## src/rtl/cabm_pkg.sv

```systemverilog
`default_nettype none
package cabm_pkg;

    localparam int COORD_W      = 32;
    localparam int FRAC_W       = 16;
    localparam int WEIGHT_W     = 17;
    localparam int WEIGHT_SHIFT = 30;

    // working widths of the arc datapath
    localparam int S_W    = COORD_W + 2;
    localparam int MAG_W  = COORD_W + 1;
    localparam int RAD_W  = COORD_W - 1;
    localparam int SS_W   = 2 * COORD_W + 4;
    localparam int RR_W   = 2 * COORD_W - 2;
    localparam int NUM_W  = 3 * COORD_W + 2;
    localparam int DEN_W  = SS_W + 1;
    localparam int Q_W    = COORD_W + 1;
    localparam int X_W    = SS_W + WEIGHT_SHIFT;
    localparam int ROOT_W = X_W / 2;
    localparam int V_W    = COORD_W + 3;

    localparam logic [WEIGHT_W-1:0] WEIGHT_ONE = 17'd65536;
    localparam logic [RAD_W-1:0]    RADIUS_ONE = RAD_W'(1) << FRAC_W;

    localparam int CFG_IDX_W = 3;
    localparam logic [CFG_IDX_W-1:0] CFG_CENTER_X = 3'd0;
    localparam logic [CFG_IDX_W-1:0] CFG_CENTER_Y = 3'd1;
    localparam logic [CFG_IDX_W-1:0] CFG_CENTER_Z = 3'd2;
    localparam logic [CFG_IDX_W-1:0] CFG_RADIUS   = 3'd3;
    localparam logic [CFG_IDX_W-1:0] CFG_CLOSED   = 3'd4;

    typedef struct packed {
        logic signed [COORD_W-1:0] point_x;
        logic signed [COORD_W-1:0] point_y;
        logic signed [COORD_W-1:0] point_z;
        logic                      last_point;
    } cabm_in_t;

    typedef struct packed {
        logic signed [COORD_W-1:0] ctrl_x;
        logic signed [COORD_W-1:0] ctrl_y;
        logic signed [COORD_W-1:0] ctrl_z;
        logic [WEIGHT_W-1:0]       arc_weight;
        logic                      degenerate;
        logic                      last_segment;
    } cabm_out_t;

    typedef struct packed {
        logic signed [COORD_W-1:0] x;
        logic signed [COORD_W-1:0] y;
        logic signed [COORD_W-1:0] z;
    } cabm_point_t;

    typedef struct packed {
        logic busy;
        logic done;
    } cabm_unit_st_t;

    typedef enum logic [2:0] {
        ARC_IDLE, ARC_SQ, ARC_SQRT, ARC_WDIV, ARC_RSQ, ARC_RMUL, ARC_ODIV, ARC_DONE
    } cabm_arc_state_t;

    typedef enum logic [1:0] {
        TOP_IDLE, TOP_RUN, TOP_PUT
    } cabm_top_state_t;

endpackage
`default_nettype wire

```

## src/rtl/cabm_mul.sv

```systemverilog
`default_nettype none
module cabm_mul #(
    parameter int A_W = 16,
    parameter int B_W = 16
) (
    input  wire logic                 aclk,
    input  wire logic                 aresetn,
    input  wire logic                 start,
    input  wire logic [A_W-1:0]       a,
    input  wire logic [B_W-1:0]       b,
    output logic [A_W+B_W-1:0]        prod,
    output cabm_pkg::cabm_unit_st_t   status
);

    localparam int P_W   = A_W + B_W;
    localparam int CNT_W = $clog2(B_W + 1);

    logic [P_W-1:0]   acc_reg;
    logic [P_W-1:0]   mc_reg;
    logic [B_W-1:0]   mp_reg;
    logic [CNT_W-1:0] cnt_reg;
    logic             busy_reg;
    logic             done_reg;

    always_ff @(posedge aclk) begin
        if (!aresetn) begin
            busy_reg <= 1'b0;
            done_reg <= 1'b0;
            cnt_reg  <= '0;
        end else begin
            done_reg <= 1'b0;
            if (!busy_reg && start) begin
                busy_reg <= 1'b1;
                cnt_reg  <= CNT_W'(B_W);
            end else if (busy_reg) begin
                cnt_reg <= cnt_reg - 1'b1;
                if (cnt_reg == CNT_W'(1)) begin
                    busy_reg <= 1'b0;
                    done_reg <= 1'b1;
                end
            end
        end
    end

    // one multiplier bit per cycle, lsb first
    always_ff @(posedge aclk) begin
        if (!busy_reg && start) begin
            acc_reg <= '0;
            mc_reg  <= {{B_W{1'b0}}, a};
            mp_reg  <= b;
        end else if (busy_reg) begin
            if (mp_reg[0]) begin
                acc_reg <= acc_reg + mc_reg;
            end
            mc_reg <= {mc_reg[P_W-2:0], 1'b0};
            mp_reg <= {1'b0, mp_reg[B_W-1:1]};
        end
    end

    assign prod        = acc_reg;
    assign status.busy = busy_reg;
    assign status.done = done_reg;

endmodule
`default_nettype wire

```

## src/rtl/cabm_div.sv

```systemverilog
`default_nettype none
module cabm_div #(
    parameter int N_W = 32,
    parameter int D_W = 16,
    parameter int Q_W = 16
) (
    input  wire logic                 aclk,
    input  wire logic                 aresetn,
    input  wire logic                 start,
    input  wire logic [N_W-1:0]       num,
    input  wire logic [D_W-1:0]       den,
    output logic [Q_W-1:0]            quot,
    output logic                      ovf,
    output cabm_pkg::cabm_unit_st_t   status
);

    localparam int H_W   = N_W - Q_W;
    localparam int CMP_W = (H_W > D_W) ? H_W : D_W;
    localparam int CNT_W = $clog2(Q_W + 1);

    logic [D_W-1:0]   rem_reg;
    logic [Q_W-1:0]   quo_reg;
    logic             ovf_reg;
    logic [CNT_W-1:0] cnt_reg;
    logic             busy_reg;
    logic             done_reg;

    logic [CMP_W-1:0] hi_ext;
    logic [CMP_W-1:0] den_ext;
    logic [D_W:0]     trial;
    logic [D_W:0]     diff;
    logic             ge;

    assign hi_ext  = CMP_W'(num[N_W-1:Q_W]);
    assign den_ext = CMP_W'(den);
    assign trial   = {rem_reg, quo_reg[Q_W-1]};
    assign diff    = trial - {1'b0, den};
    assign ge      = trial >= {1'b0, den};

    always_ff @(posedge aclk) begin
        if (!aresetn) begin
            busy_reg <= 1'b0;
            done_reg <= 1'b0;
            cnt_reg  <= '0;
        end else begin
            done_reg <= 1'b0;
            if (!busy_reg && start) begin
                busy_reg <= 1'b1;
                cnt_reg  <= CNT_W'(Q_W);
            end else if (busy_reg) begin
                cnt_reg <= cnt_reg - 1'b1;
                if (cnt_reg == CNT_W'(1)) begin
                    busy_reg <= 1'b0;
                    done_reg <= 1'b1;
                end
            end
        end
    end

    // high part above the quotient window decides overflow up front
    always_ff @(posedge aclk) begin
        if (!busy_reg && start) begin
            rem_reg <= hi_ext[D_W-1:0];
            quo_reg <= num[Q_W-1:0];
            ovf_reg <= hi_ext >= den_ext;
        end else if (busy_reg) begin
            rem_reg <= ge ? diff[D_W-1:0] : trial[D_W-1:0];
            quo_reg <= {quo_reg[Q_W-2:0], ge};
        end
    end

    assign quot        = quo_reg;
    assign ovf         = ovf_reg;
    assign status.busy = busy_reg;
    assign status.done = done_reg;

endmodule
`default_nettype wire

```

## src/rtl/cabm_sqrt.sv

```systemverilog
`default_nettype none
module cabm_sqrt #(
    parameter int X_W = 32
) (
    input  wire logic                 aclk,
    input  wire logic                 aresetn,
    input  wire logic                 start,
    input  wire logic [X_W-1:0]       x,
    output logic [X_W/2-1:0]          root,
    output cabm_pkg::cabm_unit_st_t   status
);

    localparam int R_W   = X_W / 2;
    localparam int CNT_W = $clog2(R_W + 1);

    logic [R_W+1:0]   rem_reg;
    logic [R_W-1:0]   root_reg;
    logic [X_W-1:0]   xs_reg;
    logic [CNT_W-1:0] cnt_reg;
    logic             busy_reg;
    logic             done_reg;

    logic [R_W+1:0] t;
    logic [R_W+1:0] trial;
    logic [R_W+1:0] diff;
    logic           ge;

    assign t     = {rem_reg[R_W-1:0], xs_reg[X_W-1 -: 2]};
    assign trial = {root_reg, 2'b01};
    assign diff  = t - trial;
    assign ge    = t >= trial;

    always_ff @(posedge aclk) begin
        if (!aresetn) begin
            busy_reg <= 1'b0;
            done_reg <= 1'b0;
            cnt_reg  <= '0;
        end else begin
            done_reg <= 1'b0;
            if (!busy_reg && start) begin
                busy_reg <= 1'b1;
                cnt_reg  <= CNT_W'(R_W);
            end else if (busy_reg) begin
                cnt_reg <= cnt_reg - 1'b1;
                if (cnt_reg == CNT_W'(1)) begin
                    busy_reg <= 1'b0;
                    done_reg <= 1'b1;
                end
            end
        end
    end

    // two radicand bits per cycle, one root bit out
    always_ff @(posedge aclk) begin
        if (!busy_reg && start) begin
            rem_reg  <= '0;
            root_reg <= '0;
            xs_reg   <= x;
        end else if (busy_reg) begin
            rem_reg  <= ge ? diff : t;
            root_reg <= {root_reg[R_W-2:0], ge};
            xs_reg   <= {xs_reg[X_W-3:0], 2'b00};
        end
    end

    assign root        = root_reg;
    assign status.busy = busy_reg;
    assign status.done = done_reg;

endmodule
`default_nettype wire

```

## src/rtl/cabm_arc.sv

```systemverilog
`default_nettype none
module cabm_arc (
    input  wire logic                      aclk,
    input  wire logic                      aresetn,
    input  wire logic                      start,
    input  wire cabm_pkg::cabm_point_t     b0,
    input  wire cabm_pkg::cabm_point_t     b2,
    input  wire cabm_pkg::cabm_point_t     center,
    input  wire logic [cabm_pkg::RAD_W-1:0] radius,
    output cabm_pkg::cabm_out_t            res,
    output logic                           done
);

    localparam int W      = cabm_pkg::COORD_W;
    localparam int S_W    = cabm_pkg::S_W;
    localparam int MAG_W  = cabm_pkg::MAG_W;
    localparam int RAD_W  = cabm_pkg::RAD_W;
    localparam int SS_W   = cabm_pkg::SS_W;
    localparam int RR_W   = cabm_pkg::RR_W;
    localparam int P_W    = RR_W + MAG_W;
    localparam int NUM_W  = cabm_pkg::NUM_W;
    localparam int DEN_W  = cabm_pkg::DEN_W;
    localparam int Q_W    = cabm_pkg::Q_W;
    localparam int X_W    = cabm_pkg::X_W;
    localparam int ROOT_W = cabm_pkg::ROOT_W;
    localparam int V_W    = cabm_pkg::V_W;
    localparam int WW     = cabm_pkg::WEIGHT_W;

    cabm_pkg::cabm_arc_state_t state_reg, state_next;
    logic [1:0] idx_reg, idx_next;

    logic signed [S_W-1:0] s_reg   [3];
    logic [MAG_W-1:0]      mag_reg [3];
    logic [SS_W-1:0]       ss_reg;
    logic [RR_W-1:0]       rr_reg;
    logic [NUM_W-1:0]      num_reg;
    logic signed [W-1:0]   ctrl_reg [3];
    logic [WW-1:0]         weight_reg;
    logic                  deg_reg;

    logic signed [W-1:0]   b0a [3];
    logic signed [W-1:0]   b2a [3];
    logic signed [W-1:0]   ca  [3];
    logic signed [S_W-1:0] s_c   [3];
    logic [MAG_W-1:0]      mag_c [3];

    logic                   mul_start, div_start, sqrt_start;
    logic [RR_W-1:0]        mul_a;
    logic [MAG_W-1:0]       mul_b;
    logic [P_W-1:0]         mul_prod;
    cabm_pkg::cabm_unit_st_t mul_st, div_st, sqrt_st;
    logic [NUM_W-1:0]       div_num;
    logic [DEN_W-1:0]       div_den;
    logic [Q_W-1:0]         div_quot;
    logic                   div_ovf;
    logic [ROOT_W-1:0]      sqrt_root;

    logic [SS_W-1:0]       sq_sum;
    logic [Q_W-1:0]        q_use;
    logic signed [V_W-1:0] c_ext, q_ext, v;
    logic [V_W-W:0]        v_top;
    logic                  fits;
    logic signed [W-1:0]   ctrl_c;
    logic [WW-1:0]         w_c;

    always_comb begin
        b0a[0] = b0.x; b0a[1] = b0.y; b0a[2] = b0.z;
        b2a[0] = b2.x; b2a[1] = b2.y; b2a[2] = b2.z;
        ca[0]  = center.x; ca[1] = center.y; ca[2] = center.z;
        for (int i = 0; i < 3; i++) begin
            s_c[i] = $signed({{2{b0a[i][W-1]}}, b0a[i]}) + $signed({{2{b2a[i][W-1]}}, b2a[i]})
                   - $signed({ca[i][W-1], ca[i], 1'b0});
            mag_c[i] = s_c[i][S_W-1] ? MAG_W'(-s_c[i]) : MAG_W'(s_c[i]);
        end
    end

    assign sq_sum = ss_reg + mul_prod[SS_W-1:0];

    // control point coordinate: centre plus or minus the rounded offset, saturated
    always_comb begin
        q_use  = div_ovf ? {Q_W{1'b1}} : div_quot;
        c_ext  = $signed({{3{ca[idx_reg][W-1]}}, ca[idx_reg]});
        q_ext  = $signed({2'b00, q_use});
        v      = s_reg[idx_reg][S_W-1] ? c_ext - q_ext : c_ext + q_ext;
        v_top  = v[V_W-1:W-1];
        fits   = (&v_top) || !(|v_top);
        if (fits) begin
            ctrl_c = v[W-1:0];
        end else if (v[V_W-1]) begin
            ctrl_c = {1'b1, {(W-1){1'b0}}};
        end else begin
            ctrl_c = {1'b0, {(W-1){1'b1}}};
        end
        if (div_ovf || div_quot > {{(Q_W-WW){1'b0}}, cabm_pkg::WEIGHT_ONE}) begin
            w_c = cabm_pkg::WEIGHT_ONE;
        end else begin
            w_c = div_quot[WW-1:0];
        end
    end

    // next state
    always_comb begin
        state_next = state_reg;
        idx_next   = idx_reg;
        case (state_reg)
            cabm_pkg::ARC_IDLE: begin
                if (start) begin
                    state_next = cabm_pkg::ARC_SQ;
                    idx_next   = 2'd0;
                end
            end
            cabm_pkg::ARC_SQ: begin
                if (mul_st.done) begin
                    if (idx_reg == 2'd2) begin
                        idx_next   = 2'd0;
                        state_next = (sq_sum == '0) ? cabm_pkg::ARC_DONE : cabm_pkg::ARC_SQRT;
                    end else begin
                        idx_next = idx_reg + 2'd1;
                    end
                end
            end
            cabm_pkg::ARC_SQRT: begin
                if (sqrt_st.done) state_next = cabm_pkg::ARC_WDIV;
            end
            cabm_pkg::ARC_WDIV: begin
                if (div_st.done) state_next = cabm_pkg::ARC_RSQ;
            end
            cabm_pkg::ARC_RSQ: begin
                if (mul_st.done) begin
                    state_next = cabm_pkg::ARC_RMUL;
                    idx_next   = 2'd0;
                end
            end
            cabm_pkg::ARC_RMUL: begin
                if (mul_st.done) state_next = cabm_pkg::ARC_ODIV;
            end
            cabm_pkg::ARC_ODIV: begin
                if (div_st.done) begin
                    if (idx_reg == 2'd2) begin
                        state_next = cabm_pkg::ARC_DONE;
                    end else begin
                        idx_next   = idx_reg + 2'd1;
                        state_next = cabm_pkg::ARC_RMUL;
                    end
                end
            end
            cabm_pkg::ARC_DONE: begin
                state_next = cabm_pkg::ARC_IDLE;
            end
            default: begin
                state_next = cabm_pkg::ARC_IDLE;
            end
        endcase
    end

    // unit launches and operand selection
    always_comb begin
        mul_start  = 1'b0;
        div_start  = 1'b0;
        sqrt_start = 1'b0;
        mul_a      = {{(RR_W-MAG_W){1'b0}}, mag_reg[idx_reg]};
        mul_b      = mag_reg[idx_reg];
        div_num    = num_reg;
        div_den    = {ss_reg, 1'b0};
        done       = 1'b0;
        case (state_reg)
            cabm_pkg::ARC_SQ: begin
                mul_start = !mul_st.busy && !mul_st.done;
            end
            cabm_pkg::ARC_SQRT: begin
                sqrt_start = !sqrt_st.busy && !sqrt_st.done;
            end
            cabm_pkg::ARC_WDIV: begin
                div_start = !div_st.busy && !div_st.done;
                div_num   = {{(NUM_W-ROOT_W){1'b0}}, sqrt_root};
                div_den   = {{(DEN_W-RAD_W){1'b0}}, radius};
            end
            cabm_pkg::ARC_RSQ: begin
                mul_start = !mul_st.busy && !mul_st.done;
                mul_a     = {{(RR_W-RAD_W){1'b0}}, radius};
                mul_b     = {{(MAG_W-RAD_W){1'b0}}, radius};
            end
            cabm_pkg::ARC_RMUL: begin
                mul_start = !mul_st.busy && !mul_st.done;
                mul_a     = rr_reg;
            end
            cabm_pkg::ARC_ODIV: begin
                div_start = !div_st.busy && !div_st.done;
            end
            cabm_pkg::ARC_DONE: begin
                done = 1'b1;
            end
            default: begin
                done = 1'b0;
            end
        endcase
    end

    always_ff @(posedge aclk) begin
        if (!aresetn) begin
            state_reg <= cabm_pkg::ARC_IDLE;
            idx_reg   <= 2'd0;
        end else begin
            state_reg <= state_next;
            idx_reg   <= idx_next;
        end
    end

    always_ff @(posedge aclk) begin
        if (state_reg == cabm_pkg::ARC_IDLE && start) begin
            for (int i = 0; i < 3; i++) begin
                s_reg[i]   <= s_c[i];
                mag_reg[i] <= mag_c[i];
            end
            ss_reg  <= '0;
            deg_reg <= 1'b0;
        end
        if (state_reg == cabm_pkg::ARC_SQ && mul_st.done) begin
            ss_reg <= sq_sum;
            // chord midpoint on the centre
            if (idx_reg == 2'd2 && sq_sum == '0) begin
                for (int i = 0; i < 3; i++) begin
                    ctrl_reg[i] <= ca[i];
                end
                weight_reg <= '0;
                deg_reg    <= 1'b1;
            end
        end
        if (state_reg == cabm_pkg::ARC_WDIV && div_st.done) begin
            weight_reg <= w_c;
        end
        if (state_reg == cabm_pkg::ARC_RSQ && mul_st.done) begin
            rr_reg <= mul_prod[RR_W-1:0];
        end
        // 4 r^2 |s_i| + s.s over 2 s.s gives the rounded offset
        if (state_reg == cabm_pkg::ARC_RMUL && mul_st.done) begin
            num_reg <= {1'b0, mul_prod, 2'b00} + {{(NUM_W-SS_W){1'b0}}, ss_reg};
        end
        if (state_reg == cabm_pkg::ARC_ODIV && div_st.done) begin
            ctrl_reg[idx_reg] <= ctrl_c;
            if (!fits) deg_reg <= 1'b1;
        end
    end

    cabm_mul #(.A_W(RR_W), .B_W(MAG_W)) u_mul (
        .aclk(aclk), .aresetn(aresetn), .start(mul_start),
        .a(mul_a), .b(mul_b), .prod(mul_prod), .status(mul_st)
    );

    cabm_div #(.N_W(NUM_W), .D_W(DEN_W), .Q_W(Q_W)) u_div (
        .aclk(aclk), .aresetn(aresetn), .start(div_start),
        .num(div_num), .den(div_den), .quot(div_quot), .ovf(div_ovf), .status(div_st)
    );

    cabm_sqrt #(.X_W(X_W)) u_sqrt (
        .aclk(aclk), .aresetn(aresetn), .start(sqrt_start),
        .x({ss_reg, {cabm_pkg::WEIGHT_SHIFT{1'b0}}}), .root(sqrt_root), .status(sqrt_st)
    );

    assign res.ctrl_x       = ctrl_reg[0];
    assign res.ctrl_y       = ctrl_reg[1];
    assign res.ctrl_z       = ctrl_reg[2];
    assign res.arc_weight   = weight_reg;
    assign res.degenerate   = deg_reg;
    assign res.last_segment = 1'b0;

endmodule
`default_nettype wire

```

## src/rtl/circle_arc_bezier_midpoint.sv

```systemverilog
`default_nettype none
// channel   direction  handshake            payload
// s_        in         s_valid / s_ready    cabm_in_t  (point, last mark)
// m_        out        m_valid / m_ready    cabm_out_t (control point, weight, flags)
// cfg_      in         cfg_valid/cfg_ready  cfg_index, cfg_data
//
// a point that opens a curve and is not its closing point makes no arc; each arc runs on
// the shared bit-serial multiplier (seven products), divider (four quotients) and square
// root. an arc whose chord midpoint sits on the centre finishes after the squares.
// a closing point in closed mode runs two arcs in turn when it follows an earlier point.
// synchronous active-low reset clears the curve state and restores the register defaults.
// one point is worked at a time; a held result beat does not stop the next point.
module circle_arc_bezier_midpoint (
    input  wire logic                              aclk,
    input  wire logic                              aresetn,
    input  wire logic                              s_valid,
    output logic                                   s_ready,
    input  wire cabm_pkg::cabm_in_t                s_data,
    output logic                                   m_valid,
    input  wire logic                              m_ready,
    output cabm_pkg::cabm_out_t                    m_data,
    input  wire logic                              cfg_valid,
    output logic                                   cfg_ready,
    input  wire logic [cabm_pkg::CFG_IDX_W-1:0]    cfg_index,
    input  wire logic [cabm_pkg::COORD_W-1:0]      cfg_data
);

    cabm_pkg::cabm_top_state_t state_reg, state_next;

    cabm_pkg::cabm_point_t center_reg;
    logic [cabm_pkg::RAD_W-1:0] radius_reg;
    logic closed_reg;

    cabm_pkg::cabm_point_t first_reg, prev_reg, pt_reg, a0_reg;
    logic have_prev_reg;
    logic run2_reg;
    logic lastseg1_reg;
    logic arc_sel_reg;
    logic start_reg;
    logic m_valid_reg;
    cabm_pkg::cabm_out_t out_reg;
    cabm_pkg::cabm_out_t out_next;

    cabm_pkg::cabm_point_t p_in;
    cabm_pkg::cabm_point_t arc_b0, arc_b2;
    cabm_pkg::cabm_out_t   arc_res;
    logic arc_done;
    logic in_acc, out_free, load_out, launch, run1, run2;

    assign p_in.x = s_data.point_x;
    assign p_in.y = s_data.point_y;
    assign p_in.z = s_data.point_z;
    assign run1   = have_prev_reg;
    assign run2   = s_data.last_point && closed_reg;

    assign cfg_ready = 1'b1;
    assign out_free  = !m_valid_reg || m_ready;

    // next state
    always_comb begin
        state_next = state_reg;
        case (state_reg)
            cabm_pkg::TOP_IDLE: begin
                if (s_valid && (run1 || run2)) state_next = cabm_pkg::TOP_RUN;
            end
            cabm_pkg::TOP_RUN: begin
                if (arc_done) state_next = cabm_pkg::TOP_PUT;
            end
            cabm_pkg::TOP_PUT: begin
                if (out_free) begin
                    state_next = (run2_reg && !arc_sel_reg) ? cabm_pkg::TOP_RUN
                                                            : cabm_pkg::TOP_IDLE;
                end
            end
            default: begin
                state_next = cabm_pkg::TOP_IDLE;
            end
        endcase
    end

    // outputs of the sequencer
    always_comb begin
        s_ready  = 1'b0;
        load_out = 1'b0;
        case (state_reg)
            cabm_pkg::TOP_IDLE: s_ready  = 1'b1;
            cabm_pkg::TOP_PUT:  load_out = out_free;
            default:            s_ready  = 1'b0;
        endcase
        in_acc = s_valid && s_ready;
        launch = (in_acc && (run1 || run2)) || (load_out && run2_reg && !arc_sel_reg);
    end

    always_ff @(posedge aclk) begin
        if (!aresetn) begin
            state_reg     <= cabm_pkg::TOP_IDLE;
            have_prev_reg <= 1'b0;
            start_reg     <= 1'b0;
            m_valid_reg   <= 1'b0;
            center_reg    <= '0;
            radius_reg    <= cabm_pkg::RADIUS_ONE;
            closed_reg    <= 1'b0;
            first_reg     <= '0;
            prev_reg      <= '0;
        end else begin
            state_reg <= state_next;
            start_reg <= launch;
            if (load_out) begin
                m_valid_reg <= 1'b1;
            end else if (m_ready) begin
                m_valid_reg <= 1'b0;
            end
            if (cfg_valid) begin
                case (cfg_index)
                    cabm_pkg::CFG_CENTER_X: center_reg.x <= cfg_data;
                    cabm_pkg::CFG_CENTER_Y: center_reg.y <= cfg_data;
                    cabm_pkg::CFG_CENTER_Z: center_reg.z <= cfg_data;
                    cabm_pkg::CFG_RADIUS:   radius_reg   <= cfg_data[cabm_pkg::RAD_W-1:0];
                    cabm_pkg::CFG_CLOSED:   closed_reg   <= cfg_data[0];
                    default:                closed_reg   <= closed_reg;
                endcase
            end
            if (in_acc) begin
                if (!have_prev_reg) first_reg <= p_in;
                prev_reg      <= p_in;
                have_prev_reg <= !s_data.last_point;
            end
        end
    end

    always_comb begin
        out_next              = arc_res;
        out_next.last_segment = arc_sel_reg ? 1'b1 : lastseg1_reg;
    end

    // arc payload; the closing arc runs from this point back to the first
    always_ff @(posedge aclk) begin
        if (in_acc) begin
            pt_reg       <= p_in;
            a0_reg       <= prev_reg;
            run2_reg     <= run2;
            lastseg1_reg <= s_data.last_point && !closed_reg;
            arc_sel_reg  <= !run1;
        end else if (load_out && run2_reg && !arc_sel_reg) begin
            arc_sel_reg <= 1'b1;
        end
        if (load_out) begin
            out_reg <= out_next;
        end
    end

    assign arc_b0 = arc_sel_reg ? pt_reg : a0_reg;
    assign arc_b2 = arc_sel_reg ? first_reg : pt_reg;

    cabm_arc u_arc (
        .aclk(aclk), .aresetn(aresetn), .start(start_reg),
        .b0(arc_b0), .b2(arc_b2), .center(center_reg), .radius(radius_reg),
        .res(arc_res), .done(arc_done)
    );

    assign m_valid = m_valid_reg;
    assign m_data  = out_reg;

endmodule
`default_nettype wire
```

## config.mk

```make
export PLATFORM = sky130hd
export DESIGN_NAME = circle_arc_bezier_midpoint
export DESIGN_NICKNAME = d
export VERILOG_FILES = /design/src/rtl/cabm_pkg.sv /design/src/rtl/cabm_mul.sv /design/src/rtl/cabm_div.sv /design/src/rtl/cabm_sqrt.sv /design/src/rtl/cabm_arc.sv /design/src/rtl/circle_arc_bezier_midpoint.sv
export SDC_FILE = /design/constraint.sdc
export NUM_CORES = 2
export LEC_CHECK = 0
export ABC_AREA = 1
export BUFFER_PORTS_ARGS = -buffer_cell sky130_fd_sc_hd__buf_4
export CORE_UTILIZATION = 45
export DETAILED_ROUTE_END_ITERATION = 6
export MAX_ROUTING_LAYER = met4
export PLACE_DENSITY = 0.7
export SETUP_SLACK_MARGIN = 0.2
export SYNTH_ARGS = -nofsm -noshare
export SYNTH_HDL_FRONTEND = slang
export SYNTH_SLANG_ARGS = --single-unit
```

## constraint.sdc

```tcl
create_clock -name aclk -period 9.37 [get_ports aclk]
set_input_delay 0.4685 -clock aclk [delete_from_list [all_inputs] [get_ports aclk]]
set_output_delay 0.4685 -clock aclk [all_outputs]
set_load 0.05 [all_outputs]
```

After elaboration in Yosys (flattened, before gate mapping)
Memory sizes are Yosys's and may differ from the RTL's. A register that Yosys moved wholly into a read port is not among the register bits.
Cells that the tools add are included.
W data, S select, Z words.

cells by class
  eq/ne operators = 29
  magnitude comparators = 5
  $add $sub $neg = 20
  reductions and logical operators = 73
  bitwise logic cells = 6
  multiplexer cells = 104

operators by type and width
  operator           number
  $mux W33           9
  $mux W98           3
  $mux W96           2
  $mux W32           5
  $mux W69           2
  $mux W68           2
  $mux W65           2
  $mux W62           2
  $pmux W62 S2       1
  $sub A33 B33 Y34   3
  $add A32 B32 Y33   3
  $neg A33 Y33       3
  $add A97 B68 Y98   1
  $add A95 B95 Y95   1
  $ge A70 B69 Y1     1
  $ge A65 B69 Y1     1
  $sub A69 B69 Y69   1
  $add A68 B68 Y68   1
  $logic_not A68 Y1  1
  $mux W17           4
  $bmux W32 S2       1
  $ge A51 B51 Y1     1
  $mux W49           1
  $sub A49 B49 Y49   1
  other kinds (39)   185

word-level totals
  memory bits (writable) = 297
  memories = 3
  logic and storage cells = 297
  output and inout port bits = 118
  register bits after elaboration = 1,306

memory list
  memory          depth  width  read ports  clocked after Yosys merged registers in  wr ports  line            RTL
  u_arc.s_reg     3      34     1           1                                        3         cabm_arc.sv:32  logic signed [S_W-1:0] s_reg [3];
  u_arc.mag_reg   3      33     1           1                                        3         cabm_arc.sv:33  logic [MAG_W-1:0] mag_reg [3];
  u_arc.ctrl_reg  3      32     3           3                                        3         cabm_arc.sv:37  logic signed [W-1:0] ctrl_reg [3];

Longest topological paths before layout
  word-level depth = 11
  mapped depth = 37
  mapped depth without buffers = 32

Modules after synthesis
A second synthesis with hierarchy kept.

unflattened totals
  cells, all modules = 17,095
  area, all modules = 116,395.4 µm²

by module, submodules not included
  module                      cells an instance  instances  area each (µm²)
  cabm_arc                    7,112              1          47,232.8
  circle_arc_bezier_midpoint  2,662              1          24,074.3
  cabm_mul                    3,156              1          18,731.7
  cabm_div                    2,312              1          13,858.3
  cabm_sqrt                   1,853              1          12,498.2

Least setup slack after synthesis
Ideal clock, no wire load.

  kind = reg-to-reg
  start point = register m_valid_reg (netlist: m_valid)
  end point = register arc_sel_reg (enable)
  arrival = 9,251 ps
  path buffers = 0
  setup time = 323 ps
  cell stages (with the launch flop) = 6
  required time = 9,047 ps
  setup slack = -204 ps
  cells stage by stage = dfxtp_1 > inv_1 > nor2_1 > nor3_1 > nand3_1 > nand2_1

between the ends
  word-level cells in the longest chain between the ends = 6

ends and longest elaborated chain
  element                            line                               RTL
  start, declared                    circle_arc_bezier_midpoint.sv:40   logic m_valid_reg;
  start signal, assigned             circle_arc_bezier_midpoint.sv:99   m_valid_reg <= 1'b0;
  start signal, assigned             circle_arc_bezier_midpoint.sv:109  m_valid_reg <= 1'b1;
  start signal, assigned             circle_arc_bezier_midpoint.sv:111  m_valid_reg <= 1'b0;
  $logic_not A1 Y1                   circle_arc_bezier_midpoint.sv:57   assign out_free = !m_valid_reg || m_ready;
  $logic_or A1 B1 Y1                 circle_arc_bezier_midpoint.sv:57
  $mux W1                            circle_arc_bezier_midpoint.sv:85   case (state_reg)
  net load_out                       circle_arc_bezier_midpoint.sv:48   logic in_acc, out_free, load_out, launch, run1, run2;
  $logic_and A1 B1 Y1 (2 in series)  circle_arc_bezier_midpoint.sv:144  end else if (load_out && run2_reg && !arc_sel_reg) begin
  $reduce_bool A2 Y1 (no line)       -
  end signal, assigned               circle_arc_bezier_midpoint.sv:143  arc_sel_reg <= !run1;
  end, declared                      circle_arc_bezier_midpoint.sv:38   logic arc_sel_reg;

The timed path passes the listed nets, and every way through them passes these cells.
A chain may end at the register's enable or synchronous reset.

==> impl_metrics.py <==
metrics = {
    "run_status": {
        "outcome": "finished, final reports clean",
    },
    "setup_path": {
        "regToRegSetupSlack_ns": 2.91,
        "cp_num_buf_inv": 4,
        "crit_arrival_ns": 7.15,
        "worst_path_most_repeated_cell": "nor2_1",
        "crit_cells": 28,
        "rr_startpoint": "u_arc.u_div.ovf",
        "worstRegToRegCells": 28,
        "cp_slowest_stage_delay_ns": 0.72,
        "criticalPathCategory": "flip-flop to flip-flop",
        "critPathCaptureType": "flip-flop",
        "cpMaxStageDelayCell": "edfxtp_1",
        "critPathMaxFanout": 31,
        "cp-start-kind": "flip-flop",
        "path_delay_family": "simple AND/OR/NAND/NOR gates",
        "startpoint": "u_arc.u_div.ovf",
        "crit_path_end": "u_arc.ctrl_reg[0][27]",
        "cp_data_required_time_ns": 10.07,
        "timing.rr.end": "u_arc.ctrl_reg[0][27]",
    },
    "clock_tree": {
        "cts_buffers": 178,
        "cts_root_buf": "clkbuf_16",
        "htreeDepth": 4,
        "clk_pin_slew_worst_paths_ns": 0.06,
        "clock_sinks": 1602,
        "clk_path_buf_depth": 3,
        "cts_tree": "built",
        "clock_latency_ns": 0.86,
        "postCtsSetupBuffers": 0,
    },
    "routing": {
        "drtAntennaViolNets": 0,
        "drt_iter0_drc": 11300,
        "routedWlPerCell_um": 22.0,
        "first_pass_iters": 6,
        "wl_um": 386000,
        "avgViaCountPerCell": 5.58,
        "via_count": 97800,
        "drc": 0,
    },
    "sta": {
        "drv_slew": 0,
        "finalHoldViolCount": 0,
        "setup_slack_ns": 2.91,
        "setup_viol": 0,
        "worst_slew_pin_slew_ns": 1.13,
        "fin_worst_skew_ns": 0.0677,
        "fin_setup_tns_ns": 0,
        "rsz0062_at_grt": "false",
        "relSlewSlack_pct": 24.3,
        "fmax_ghz": 0.155,
        "fin_crit_ns": 6.46,
        "post-route-period-util_pct": 68.9,
    },
    "floorplanning": {
        "io_pins": 255,
        "die-area_um2": 236000,
        "coreArea_um2": 233000,
        "initial_core_util_pct": 45.2,
        "fp.dieW_um": 485,
        "row_count": 177,
        "die_y_um": 485,
    },
    "global_route": {
        "grt_overflow": 0,
        "grt_pass1_wl_um": 565000,
        "grt_usage_pct": 32.8,
        "grt_max_degree": 168,
        "antenna_found_initial": 19,
        "grt_pass1_vias": 90700,
    },
    "cells_and_area": {
        "drive_gt1_share_pct": 5.05,
        "design_area_um2": 117000,
        "nets": 15100,
        "layout_common_cells": "nand2_1 (3,226), inv_1 (1,937), nor2_1 (1,907)",
        "largest_reg_flops": 115,
        "final_cell_count_no_fill": 17500,
        "mostFrequentLayoutCell": "nand2_1",
        "syn_to_final_growth_pct": 11.7,
    },
    "hold_path": {
        "hold_path_class": "input pin to flip-flop",
        "worstHoldPathCells": 4,
    },
    "synth": {
        "synth_top_area_cell": "edfxtp_1",
        "avgSynthCellArea_um2": 7.47,
        "yosysSeqAreaShare_pct": 40.2,
        "synth_seq_cells": 1602,
        "synthArstFlopShare_pct": 0,
        "ys_top_cells_by_area": "edfxtp_1 (29%), nand2_1 (12%), dfxtp_1 (11%)",
        "syn_area_um2": 105000,
        "ys_types": 68,
        "synth_warnings": 0,
        "synth_edf_count": 1015,
        "syn_inst": 14100,
        "synthesis.nets": 14900,
        "synthFlopType": "edfxtp_1",
        "synth_top_area_share_pct": 29.0,
    },
    "power": {
        "total_power_w": 0.0356,
        "power.density_nw_per_um2": 303,
        "ir_drop_mv": 0.286,
        "p_leak_nw": 52.0,
    },
    "placement": {
        "gp_congestion": 1.06,
        "dp_hpwl_um": 305000,
        "place_area_um2": 110000,
        "placed_cells": 17100,
        "pre_cts_slack_ns": 3.18,
        "io_buffers": 253,
    },
    "job": {
        "cap_violations": 0,
    },
}
[worst reg2reg max path, delay by kind of cell (launching register included)]
kind                       cells  cell delay, ns
and+or+nand+nor               18            4.06
buffers and inverters          4            0.26
DFF                            1            0.72
xor gates and xnor gates       2            0.36
adders and majority gates      2            0.58
AOI/OAI and AO/OA              2            0.32
[cells by family after synthesis]
group	share of synthesized area [%]
adders and majority gates	8.57
xor gates and xnor gates	4.09
and+or+nand+nor	22.8
AOI/OAI and AO/OA	15.0
DFF	40.2
buffers and inverters	8.54
other	0.00357
muxes	0.885
[Yosys cell counts (all sizes together) (37+ instances only)]
library cell,count
or2,37
edfxtp,1015
xnor2,181
o211ai,69
nor2,1928
xor2,309
nand2,3233
o22ai,51
ha,559
a31oi,110
nand4,128
o21bai,57
nand3,416
buf,68
clkbuf,340
nor3,136
o21ai,1258
dfxtp,587
inv,1952
fa,101
mux2i,93
a21oi,1095
a21o,41
o21a,94
nor4,43
[metal layers]
metal	part of all wire, %	GRT usage (%)	vias up	wire length, um
li1	-	-	46800	-
met1	43	44.2	45900	165000
met2	44	49.7	4321	169000
met3	9.4	5.15	741	36200
met4	4.2	11.5	0	16000
met5	0	-	-	0
[area by class of cell]
cell class,instances,area [um^2]
Timing Repair Buffer,468,3920
Sequential cell,1602,42200
Tap cell,3043,3810
Fill cell,22900,115000
Inverter,1958,7370
Clock buffer,236,4950
Multi-Input combinational cell,10100,54100
Antenna cell,12,30.0
Clock inverter,98,1080
[where the power goes]
part | total (W) | internal (W) | switching [W]
combinational | 0.0182 | 0.00555 | 0.0127
clock | 0.00725 | 0.00411 | 0.00315
sequential | 0.0101 | 0.00909 | 0.00103
total | 0.0356 | 0.0187 | 0.0169
[how the worst min path moves through the flow]
stage	end	start
floorplan	m_data[100]	u_arc.ctrl_reg[0][17]
global placement	m_data[26]	u_arc.ctrl_reg[2][7]
detailed placement	m_data[65]	u_arc.ctrl_reg[1][14]
CTS	state_reg[1]	m_ready
global route	state_reg[1]	m_ready
finish	state_reg[1]	m_ready
[what timing repair did]
action	in CTS	in global routing
hold buffers	134	0
gates resized for setup	0	0
hold endpoints to repair	390	0
[per-stage QoR]
step / hold slack, ns / util, %
2_1_floorplan: 0.400 / -
3_3_place_gp: 0.404 / 47.3
3_5_place_dp: 0.405 / 47.3
4_1_cts: 0.0732 / 50.5
5_1_grt: 0.100 / 50.5
6_report: 0.0973 / 50.5
No activity file was read; power rests on OpenSTA's default activity.
